$ cat src/rtl/debounced_tachometer_rpm_defines.svh
// Assertion macros used by rtl/debounced_tachometer_rpm.sv.
// Both expect clk_i and rst_ni in the scope where they are used.
`ifndef DEBOUNCED_TACHOMETER_RPM_DEFINES_SVH
`define DEBOUNCED_TACHOMETER_RPM_DEFINES_SVH

`ifndef SYNTHESIS

// Check that a property holds at every clock edge outside reset
`define DTR_ASSERT(lbl, prop) \
  lbl: assert property (@(posedge clk_i) disable iff (!rst_ni) prop) \
    else $error("tachometer check failed");

// Check that a condition never holds outside reset
`define DTR_NEVER(lbl, cond) \
  lbl: assert property (@(posedge clk_i) disable iff (!rst_ni) !(cond)) \
    else $error("tachometer forbidden condition seen");

`else

`define DTR_ASSERT(lbl, prop)
`define DTR_NEVER(lbl, cond)

`endif

`endif

$ cat src/rtl/dtr_pkg.sv
package dtr_pkg;

  // Field and register widths
  localparam int unsigned DEB_W  = 16;
  localparam int unsigned CHK_W  = 4;
  localparam int unsigned TO_W   = 24;
  localparam int unsigned NUM_W  = 32;
  localparam int unsigned GAIN_W = 16;
  localparam int unsigned RPM_W  = 16;

  // Divider step counter
  localparam int unsigned CNT_W = $clog2(NUM_W);

  // Low-pass accumulator: value shifted up by RPM_W plus a signed product
  localparam int unsigned LP_W = 2 * RPM_W + 3;

  localparam logic [RPM_W-1:0] RPM_MAX = {RPM_W{1'b1}};

  // Reset values of the configuration registers
  localparam logic [DEB_W-1:0]  DEB_RESET  = DEB_W'(100);
  localparam logic [CHK_W-1:0]  CHK_RESET  = CHK_W'(3);
  localparam logic [TO_W-1:0]   TO_RESET   = TO_W'(60000);
  localparam logic [NUM_W-1:0]  NUM_RESET  = NUM_W'(60000000);
  localparam logic [GAIN_W-1:0] GAIN_RESET = GAIN_W'(6554);

  // Register map, word index
  typedef enum logic [2:0] {
    REG_DEBOUNCE = 3'd0,
    REG_CONFIRM  = 3'd1,
    REG_TIMEOUT  = 3'd2,
    REG_NUMER    = 3'd3,
    REG_GAIN     = 3'd4
  } dtr_reg_e;

  // Item commands
  typedef enum logic {
    CMD_TICK    = 1'b0,
    CMD_LOWPASS = 1'b1
  } dtr_cmd_e;

  // Sequencer states
  typedef enum logic [1:0] {
    ST_IDLE,
    ST_DIV,
    ST_MED,
    ST_DONE
  } dtr_state_e;

endpackage

$ cat src/rtl/debounced_tachometer_rpm.sv
// Flow: a plain tick or a low-pass step goes from input transfer to ST_DONE and output;
// a tick that confirms a pulse runs 32 restoring-divider steps, the median, then output.
// A new item is taken only in ST_IDLE, after the last result is loaded; the single
// one-bit-per-cycle divider makes confirmed pulses the slow path. A result may wait in the output register.
// Reset: rst_ni clears all but payload state, loads register defaults; no clearing pass.
`include "debounced_tachometer_rpm_defines.svh"

module debounced_tachometer_rpm #(
  parameter int unsigned TIME_WIDTH = 32
) (
  input  logic        clk_i,
  input  logic        rst_ni,
  // input stream
  input  logic        s_axis_tvalid,
  output logic        s_axis_tready,
  input  logic [7:0]  s_axis_tdata,   // [0] pin_level, [7:1] zero
  input  logic [0:0]  s_axis_tuser,   // [0] cmd
  // result stream
  output logic        m_axis_tvalid,
  input  logic        m_axis_tready,
  output logic [31:0] m_axis_tdata,   // [15:0] raw_rpm, [31:16] filtered_rpm
  output logic [1:0]  m_axis_tuser,   // [0] new_measurement, [1] timed_out
  // configuration
  input  logic        psel,
  input  logic        penable,
  input  logic        pwrite,
  input  logic [4:0]  paddr,
  input  logic [31:0] pwdata,
  output logic [31:0] prdata,
  output logic        pready
);

  localparam int unsigned RW   = dtr_pkg::RPM_W;
  localparam int unsigned NW   = dtr_pkg::NUM_W;
  localparam int unsigned DivW = ((TIME_WIDTH > NW) ? TIME_WIDTH : NW) + 1;

  // configuration registers
  logic [dtr_pkg::DEB_W-1:0]  cfg_deb_q;
  logic [dtr_pkg::CHK_W-1:0]  cfg_chk_q;
  logic [dtr_pkg::TO_W-1:0]   cfg_to_q;
  logic [NW-1:0]              cfg_num_q;
  logic [dtr_pkg::GAIN_W-1:0] cfg_gain_q;
  logic                       cfg_wr;
  dtr_pkg::dtr_reg_e          cfg_idx;

  // tachometer state
  dtr_pkg::dtr_state_e        state_q, state_d;
  logic [TIME_WIDTH-1:0]      tick_q, tick_d;
  logic [TIME_WIDTH-1:0]      edge_q, edge_d;
  logic [TIME_WIDTH-1:0]      conf_q, conf_d;
  logic [TIME_WIDTH-1:0]      period_q, period_d;
  logic [dtr_pkg::CHK_W-1:0]  chk_q, chk_d;
  logic [dtr_pkg::DEB_W-1:0]  deb_rem_q, deb_rem_d;
  logic                       deb_armed_q, deb_armed_d;
  logic [dtr_pkg::TO_W-1:0]   to_rem_q, to_rem_d;
  logic                       to_armed_q, to_armed_d;
  logic                       prev_pin_q, prev_pin_d;
  logic [RW-1:0]              hist0_q, hist0_d;
  logic [RW-1:0]              hist1_q, hist1_d;
  logic [RW-1:0]              raw_q, raw_d;
  logic [RW-1:0]              smooth_q, smooth_d;
  logic                       fresh_q, fresh_d;
  logic                       expired_q, expired_d;

  // restoring divider
  logic [NW-1:0]              num_q, num_d;
  logic [DivW-1:0]            rem_q, rem_d;
  logic [dtr_pkg::CNT_W-1:0]  cnt_q, cnt_d;
  logic [DivW-1:0]            div_trial;
  logic                       div_ge;

  // output register
  logic                       out_valid_q, out_valid_d;
  logic                       out_load;
  logic [31:0]                out_data_q;
  logic [1:0]                 out_user_q;

  // helpers
  logic                       in_acc, pin, deb_fire;
  logic [dtr_pkg::DEB_W-1:0]  deb_arm;
  logic [dtr_pkg::TO_W-1:0]   to_arm;
  logic [RW-1:0]              rpm, med_lo, med_hi, med;
  logic signed [RW:0]         lp_diff;
  logic signed [2*RW+1:0]     lp_prod;
  logic signed [dtr_pkg::LP_W-1:0] lp_acc;
  logic [RW-1:0]              lp_res;

  // APB write decode and read mux
  assign pready  = 1'b1;
  assign cfg_idx = dtr_pkg::dtr_reg_e'(paddr[4:2]);
  assign cfg_wr  = psel && penable && pwrite && pready;

  always_comb begin
    unique case (cfg_idx)
      dtr_pkg::REG_DEBOUNCE: prdata = 32'(cfg_deb_q);
      dtr_pkg::REG_CONFIRM:  prdata = 32'(cfg_chk_q);
      dtr_pkg::REG_TIMEOUT:  prdata = 32'(cfg_to_q);
      dtr_pkg::REG_NUMER:    prdata = cfg_num_q;
      dtr_pkg::REG_GAIN:     prdata = 32'(cfg_gain_q);
      default:               prdata = '0;
    endcase
  end

  always_ff @(posedge clk_i or negedge rst_ni) begin
    if (!rst_ni) begin
      cfg_deb_q  <= dtr_pkg::DEB_RESET;
      cfg_chk_q  <= dtr_pkg::CHK_RESET;
      cfg_to_q   <= dtr_pkg::TO_RESET;
      cfg_num_q  <= dtr_pkg::NUM_RESET;
      cfg_gain_q <= dtr_pkg::GAIN_RESET;
    end else if (cfg_wr) begin
      unique case (cfg_idx)
        dtr_pkg::REG_DEBOUNCE: cfg_deb_q  <= pwdata[dtr_pkg::DEB_W-1:0];
        dtr_pkg::REG_CONFIRM:  cfg_chk_q  <= pwdata[dtr_pkg::CHK_W-1:0];
        dtr_pkg::REG_TIMEOUT:  cfg_to_q   <= pwdata[dtr_pkg::TO_W-1:0];
        dtr_pkg::REG_NUMER:    cfg_num_q  <= pwdata;
        dtr_pkg::REG_GAIN:     cfg_gain_q <= pwdata[dtr_pkg::GAIN_W-1:0];
        default: ;
      endcase
    end
  end

  // timer reload values, zero counts as one tick
  assign deb_arm = (cfg_deb_q == '0) ? dtr_pkg::DEB_W'(1) : cfg_deb_q;
  assign to_arm  = (cfg_to_q == '0) ? dtr_pkg::TO_W'(1) : cfg_to_q;

  // low-pass step: s + beta*(r - s), rounded half up
  assign lp_diff = $signed({1'b0, raw_q}) - $signed({1'b0, smooth_q});
  assign lp_prod = lp_diff * $signed({1'b0, cfg_gain_q});
  assign lp_acc  = $signed({3'b000, smooth_q, {RW{1'b0}}})
                 + dtr_pkg::LP_W'(lp_prod)
                 + (dtr_pkg::LP_W'(1) <<< (RW - 1));
  assign lp_res  = lp_acc[2*RW-1:RW];

  // one restoring divider step
  assign div_trial = {rem_q[DivW-2:0], num_q[NW-1]};
  assign div_ge    = (div_trial >= DivW'(period_q));

  // saturate the quotient, take the median of three
  assign rpm    = ((period_q == '0) || (num_q[NW-1:RW] != '0)) ? dtr_pkg::RPM_MAX
                                                               : num_q[RW-1:0];
  assign med_lo = (hist0_q < hist1_q) ? hist0_q : hist1_q;
  assign med_hi = (hist0_q < hist1_q) ? hist1_q : hist0_q;
  assign med    = (rpm <= med_lo) ? med_lo : ((rpm >= med_hi) ? med_hi : rpm);

  assign s_axis_tready = (state_q == dtr_pkg::ST_IDLE);
  assign in_acc        = s_axis_tvalid && s_axis_tready;
  assign pin           = s_axis_tdata[0];

  // sequencer: next state and datapath updates
  always_comb begin
    state_d     = state_q;
    tick_d      = tick_q;
    edge_d      = edge_q;
    conf_d      = conf_q;
    period_d    = period_q;
    chk_d       = chk_q;
    deb_rem_d   = deb_rem_q;
    deb_armed_d = deb_armed_q;
    to_rem_d    = to_rem_q;
    to_armed_d  = to_armed_q;
    prev_pin_d  = prev_pin_q;
    hist0_d     = hist0_q;
    hist1_d     = hist1_q;
    raw_d       = raw_q;
    smooth_d    = smooth_q;
    fresh_d     = fresh_q;
    expired_d   = expired_q;
    num_d       = num_q;
    rem_d       = rem_q;
    cnt_d       = cnt_q;
    deb_fire    = 1'b0;
    out_load    = 1'b0;

    unique case (state_q)
      dtr_pkg::ST_IDLE: begin
        if (in_acc) begin
          fresh_d   = 1'b0;
          expired_d = 1'b0;
          state_d   = dtr_pkg::ST_DONE;
          if (dtr_pkg::dtr_cmd_e'(s_axis_tuser[0]) == dtr_pkg::CMD_LOWPASS) begin
            smooth_d = lp_res;
          end else begin
            tick_d = tick_q + TIME_WIDTH'(1);
            // timeout runs out first
            if (to_armed_q) begin
              to_rem_d = to_rem_q - dtr_pkg::TO_W'(1);
              if (to_rem_q == dtr_pkg::TO_W'(1)) begin
                to_armed_d = 1'b0;
                raw_d      = '0;
                expired_d  = 1'b1;
              end
            end
            if (deb_armed_q) begin
              deb_rem_d = deb_rem_q - dtr_pkg::DEB_W'(1);
              if (deb_rem_q == dtr_pkg::DEB_W'(1)) begin
                deb_armed_d = 1'b0;
                deb_fire    = 1'b1;
              end
            end
            // re-check the pin at debounce expiry
            if (deb_fire) begin
              if (pin && (chk_q == cfg_chk_q)) begin
                period_d   = edge_q - conf_q;
                conf_d     = edge_q;
                chk_d      = '0;
                to_rem_d   = to_arm;
                to_armed_d = 1'b1;
                fresh_d    = 1'b1;
                num_d      = cfg_num_q;
                rem_d      = '0;
                cnt_d      = '0;
                state_d    = dtr_pkg::ST_DIV;
              end else if (pin) begin
                chk_d       = chk_q + dtr_pkg::CHK_W'(1);
                deb_rem_d   = deb_arm;
                deb_armed_d = 1'b1;
              end else begin
                chk_d = '0;
              end
            end
            // rising edge stamps the time and re-arms debounce
            if (pin && !prev_pin_q) begin
              edge_d      = tick_d;
              chk_d       = '0;
              deb_rem_d   = deb_arm;
              deb_armed_d = 1'b1;
            end
            prev_pin_d = pin;
          end
        end
      end

      dtr_pkg::ST_DIV: begin
        rem_d = div_ge ? (div_trial - DivW'(period_q)) : div_trial;
        num_d = {num_q[NW-2:0], div_ge};
        cnt_d = cnt_q + dtr_pkg::CNT_W'(1);
        if (cnt_q == dtr_pkg::CNT_W'(NW - 1)) begin
          state_d = dtr_pkg::ST_MED;
        end
      end

      dtr_pkg::ST_MED: begin
        raw_d   = med;
        hist1_d = hist0_q;
        hist0_d = rpm;
        state_d = dtr_pkg::ST_DONE;
      end

      dtr_pkg::ST_DONE: begin
        if (!out_valid_q || m_axis_tready) begin
          out_load = 1'b1;
          state_d  = dtr_pkg::ST_IDLE;
        end
      end

      default: state_d = dtr_pkg::ST_IDLE;
    endcase
  end

  // output register valid: drop on transfer, set on load
  always_comb begin
    out_valid_d = out_valid_q && !m_axis_tready;
    if (out_load) begin
      out_valid_d = 1'b1;
    end
  end

  always_ff @(posedge clk_i or negedge rst_ni) begin
    if (!rst_ni) begin
      state_q     <= dtr_pkg::ST_IDLE;
      tick_q      <= '0;
      edge_q      <= '0;
      conf_q      <= '0;
      chk_q       <= '0;
      deb_rem_q   <= '0;
      deb_armed_q <= 1'b0;
      to_rem_q    <= '0;
      to_armed_q  <= 1'b0;
      prev_pin_q  <= 1'b0;
      hist0_q     <= '0;
      hist1_q     <= '0;
      raw_q       <= '0;
      smooth_q    <= '0;
      out_valid_q <= 1'b0;
    end else begin
      state_q     <= state_d;
      tick_q      <= tick_d;
      edge_q      <= edge_d;
      conf_q      <= conf_d;
      chk_q       <= chk_d;
      deb_rem_q   <= deb_rem_d;
      deb_armed_q <= deb_armed_d;
      to_rem_q    <= to_rem_d;
      to_armed_q  <= to_armed_d;
      prev_pin_q  <= prev_pin_d;
      hist0_q     <= hist0_d;
      hist1_q     <= hist1_d;
      raw_q       <= raw_d;
      smooth_q    <= smooth_d;
      out_valid_q <= out_valid_d;
    end
  end

  // payload registers
  always_ff @(posedge clk_i) begin
    period_q  <= period_d;
    fresh_q   <= fresh_d;
    expired_q <= expired_d;
    num_q     <= num_d;
    rem_q     <= rem_d;
    cnt_q     <= cnt_d;
    if (out_load) begin
      out_data_q <= {smooth_q, raw_q};
      out_user_q <= {expired_q, fresh_q};
    end
  end

  assign m_axis_tvalid = out_valid_q;
  assign m_axis_tdata  = out_data_q;
  assign m_axis_tuser  = out_user_q;

  // a division only runs after a confirmation, which arms the timeout
  `DTR_ASSERT(a_div_timeout_armed, (state_q == dtr_pkg::ST_DIV) |-> to_armed_q)
  // a low-pass step needs no division
  `DTR_ASSERT(a_lowpass_short, (in_acc && s_axis_tuser[0]) |=> (state_q == dtr_pkg::ST_DONE))
  // the last divider step hands over to the median
  `DTR_ASSERT(a_div_to_med,
    (state_q == dtr_pkg::ST_DIV && cnt_q == dtr_pkg::CNT_W'(NW - 1)) |=>
      (state_q == dtr_pkg::ST_MED))
  // a new result only appears from the finishing state
  `DTR_ASSERT(a_out_from_done, $rose(out_valid_q) |-> ($past(state_q) == dtr_pkg::ST_DONE))

endmodule
$ cat config.mk
export PLATFORM = sky130hd
export DESIGN_NAME = debounced_tachometer_rpm
export DESIGN_NICKNAME = d
export VERILOG_FILES = /design/src/rtl/dtr_pkg.sv /design/src/rtl/debounced_tachometer_rpm.sv
export VERILOG_INCLUDE_DIRS = /design/src /design/src/rtl
export SDC_FILE = /design/constraint.sdc
export NUM_CORES = 2
export LEC_CHECK = 0
export ABC_CLOCK_PERIOD_IN_PS = 17700
export BUFFER_PORTS_ARGS = -buffer_cell sky130_fd_sc_hd__buf_2
export CORE_MARGIN = 2
export CORE_UTILIZATION = 55
export DETAILED_ROUTE_END_ITERATION = 8
export GPL_ROUTABILITY_DRIVEN = 1
export PLACE_DENSITY = 0.7
export RECOVER_POWER = 25
export SYNTH_ARGS = -nofsm -noshare
export SYNTH_HDL_FRONTEND = slang
export SYNTH_SLANG_ARGS = --single-unit
$ cat constraint.sdc
create_clock -name clk_i -period 17.7 [get_ports clk_i]
set_input_delay 3.54 -clock clk_i [delete_from_list [all_inputs] [get_ports clk_i]]
set_output_delay 3.54 -clock clk_i [all_outputs]
set_load 0.01 [all_outputs]
==> impl_metrics.csv <==
group,metric,value,unit
route,wl_met2,39800,um
sta,fin_crit_sh,56.3,%
placed_design,io_buffers,111,
synth,synth_cells,3684,
clock_tree,ctsHtreeMaxLevel,2,
synth,ys_warn_count,0,
route,wl,87100,um
route,via_per_inst,5.68,
synth,async_flop_share,68.8,%
floorplanning,initial_core_util,55.6,%
floorplanning,num_rows,93,
global_routing,grt_first_pass_wirelength,142000,um
run,maxCapViolations,4,
clock_tree,cts_resized,0,
outcome,violations,"capacitance limit, slew limit",
sta,setup_tns,0,ps
sta,rsz0062_at_grt,"false",
global_routing,grt-ovfl-total,0,
final_layout,syn_to_final_growth,8.90,%
worst_hold_path,min_path_type,"flop to flop",
placed_design,dp_hpwl,65300,um
sta,slew_violations,249,
floorplanning,die_w,259,um
synth,synth_area_per_cell,9.73,sq um
setup_path,cp.required,18180,ps
route,met3_length,4620,um
clock_tree,cts-root-buf,"clkbuf_16",
sta,period_needed,9970,ps
clock_tree,cts_tree,"built",
sta,slew_headroom,-342,%
floorplanning,core-area,64500,sq um
outcome,status,"complete, but fails checks",
route,ant_nets,0,
setup_path,arrival,10450,ps
floorplanning,die_y,259,um
route,vias,26288,
global_routing,antenna_found_initial,0,
floorplanning,die_area,67200,sq um
synth,synth_flop_cell,"dfrtp_1",
setup_path,crit_path_end_kind,"flop",
sta,fin_skew,29.0,ps
setup_path,path_max_fanout,17,
synth,synth-seq-cells,439,
final_layout,layout-drive-gt1-share,12.2,%
route,routed.top_layer,"met4",
final_layout,antenna_cells,0,
clock_tree,clkTransAtPathRegs,60,ps
route,drtPass1Iterations,7,
route,m1WireLength,40300,um
sta,holdWs,428,ps
setup_path,cpPeakStageDelay,1000,ps
setup_path,worstSetupStartpointType,"flop",
sta,tightestPinTransition,6630,ps
setup_path,cp_slowest_cell,"a211oi_2",
global_routing,grtUsageTotal,26.5,%
final_layout,layout_common_cells,"inv_1 (527), nand2_1 (324), fa_1 (289)",
sta,setup_slack,7730,ps
global_routing,grt_pass1_vias,25973,
clock_tree,cts.sinks,439,
synth,syn_area,35800,sq um
synth,synth_fp_nets,4257,
clock_tree,hold_buffers,0,
route,wl_per_cell,18.8,um
global_routing,grt_max_degree,123,
route,drcViolationCount,0,
placed_design,gp_congestion,0.873,
route,drt_iter0_drc,2031,
synth,synth-edff-count,137,
sta,fmax,0.100,GHz
final_layout,final_common_cell,"inv_1",
clock_tree,clk_latency,620,ps
sta,hold_viol,0,
clock_tree,numCtsBuffers,52,
sta,setup_viol,0,
final_layout,nets,4305,
clock_tree,clock_path_buffers,3,
synth,synth_seq_area_share,32.7,%
placed_design,post-place-ws,7850,ps
final_layout,nFillCells,5488,
clock_tree,post_cts_buffers,0,
setup_path,crit_top_cell,"fa_1",
setup_path,crit_type,"flop to flop",
floorplanning,io_pins,122,
synth,synth_cell_types,86,
==> worst paths after layout <==
kind	start	to	slack (ps)	cells after the start
max	smooth_q[1]	smooth_q[15]	7730	31
min in group asynchronous	rst_ni	cfg_to_q[23]	5410	1
min reg2reg	expired_q	m_axis_tuser[1]	430	0
min	expired_q	m_axis_tuser[1]	430	0
max reg2reg	smooth_q[1]	smooth_q[15]	7730	31
max in group asynchronous	rst_ni	smooth_q[4]	8270	3
==> metrics by stage <==
stage               utilization, %  std cells  cell area, sq um
finish                        60.5       4631             39000
global route                  60.5       4631             39000
CTS                           60.6       4631             39100
detailed placement            57.8       4533             37300
global placement              57.8       4533             37300
floorplan                        -       3684             35800
==> cell families after synthesis <==
kind of cell	count (synthesis)	synth area share, %
DFF	439	32.7
AOI/OAI and AO/OA	632	11.3
other	1	0.0105
muxes	190	5.80
xor gates and xnor gates	164	4.01
buffers and inverters	687	7.34
adders and majority gates	520	24.2
and+or+nand+nor	1051	14.6
==> synthesized netlist by cell type, drive strengths merged (26+ instances only) <==
master / instances / area share [%]
a21o: 48 / 1.0
a21oi: 140 / 2.0
a221o: 32 / 0.89
and2: 177 / 3.1
clkbuf: 142 / 1.5
dfrtp: 273 / 19
dfstp: 29 / 2.1
edfxtp: 137 / 11
fa: 289 / 16
ha: 231 / 8.1
inv: 527 / 5.5
mux2: 142 / 4.5
mux2i: 48 / 1.3
nand2: 324 / 3.4
nand2b: 26 / 0.45
nand3: 80 / 1.1
nand4: 38 / 0.66
nor2: 176 / 1.9
nor2b: 46 / 0.80
nor3: 55 / 0.77
nor4: 39 / 0.70
o21ai: 225 / 3.2
xnor2: 103 / 2.5
xor2: 61 / 1.5
==> state kept, by name, indices dropped and copies added, names as in the netlist, 16 cells and up <==
name and count:
conf_q 32, num_q 32, hist1_q 16, period_q 32
edge_q 32, smooth_q 16, deb_rem_q 16, cfg_deb_q 16
cfg_to_q 24, cfg_num_q 32, m_axis_tdata 32, raw_q 16
cfg_gain_q 16, tick_q 32, rem_q 32, hist0_q 16
to_rem_q 24
==> routing by layer <==
layer,global-route usage (%),up-vias
li1,-,12462
met1,39.0,12970
met2,42.0,729
met3,2.86,127
met4,6.82,0
met5,0,-
==> worst max-delay path: cells and delay by family (launching register included) <==
family          cells  cell delay [ps]
simple gates        3              930
flops               1              400
xor+xnor            2              350
buf+inv             5              460
compound gates     13             4400
fa+ha+maj           8             3290
==> area by class of cell <==
cell class	instances	area, sq um	share of cell area (%)
multi-input cells	2558	21600	55.4
flip-flops and latches	439	11700	30.0
inverters	528	1980	5.08
clock buffers	66	1450	3.71
well taps	855	1070	2.74
repair buffers	153	858	2.20
clock inverters	32	345	0.885
Power is not shown: default switching activity piles up to over one toggle a cycle in this logic, so the estimate is an artifact.
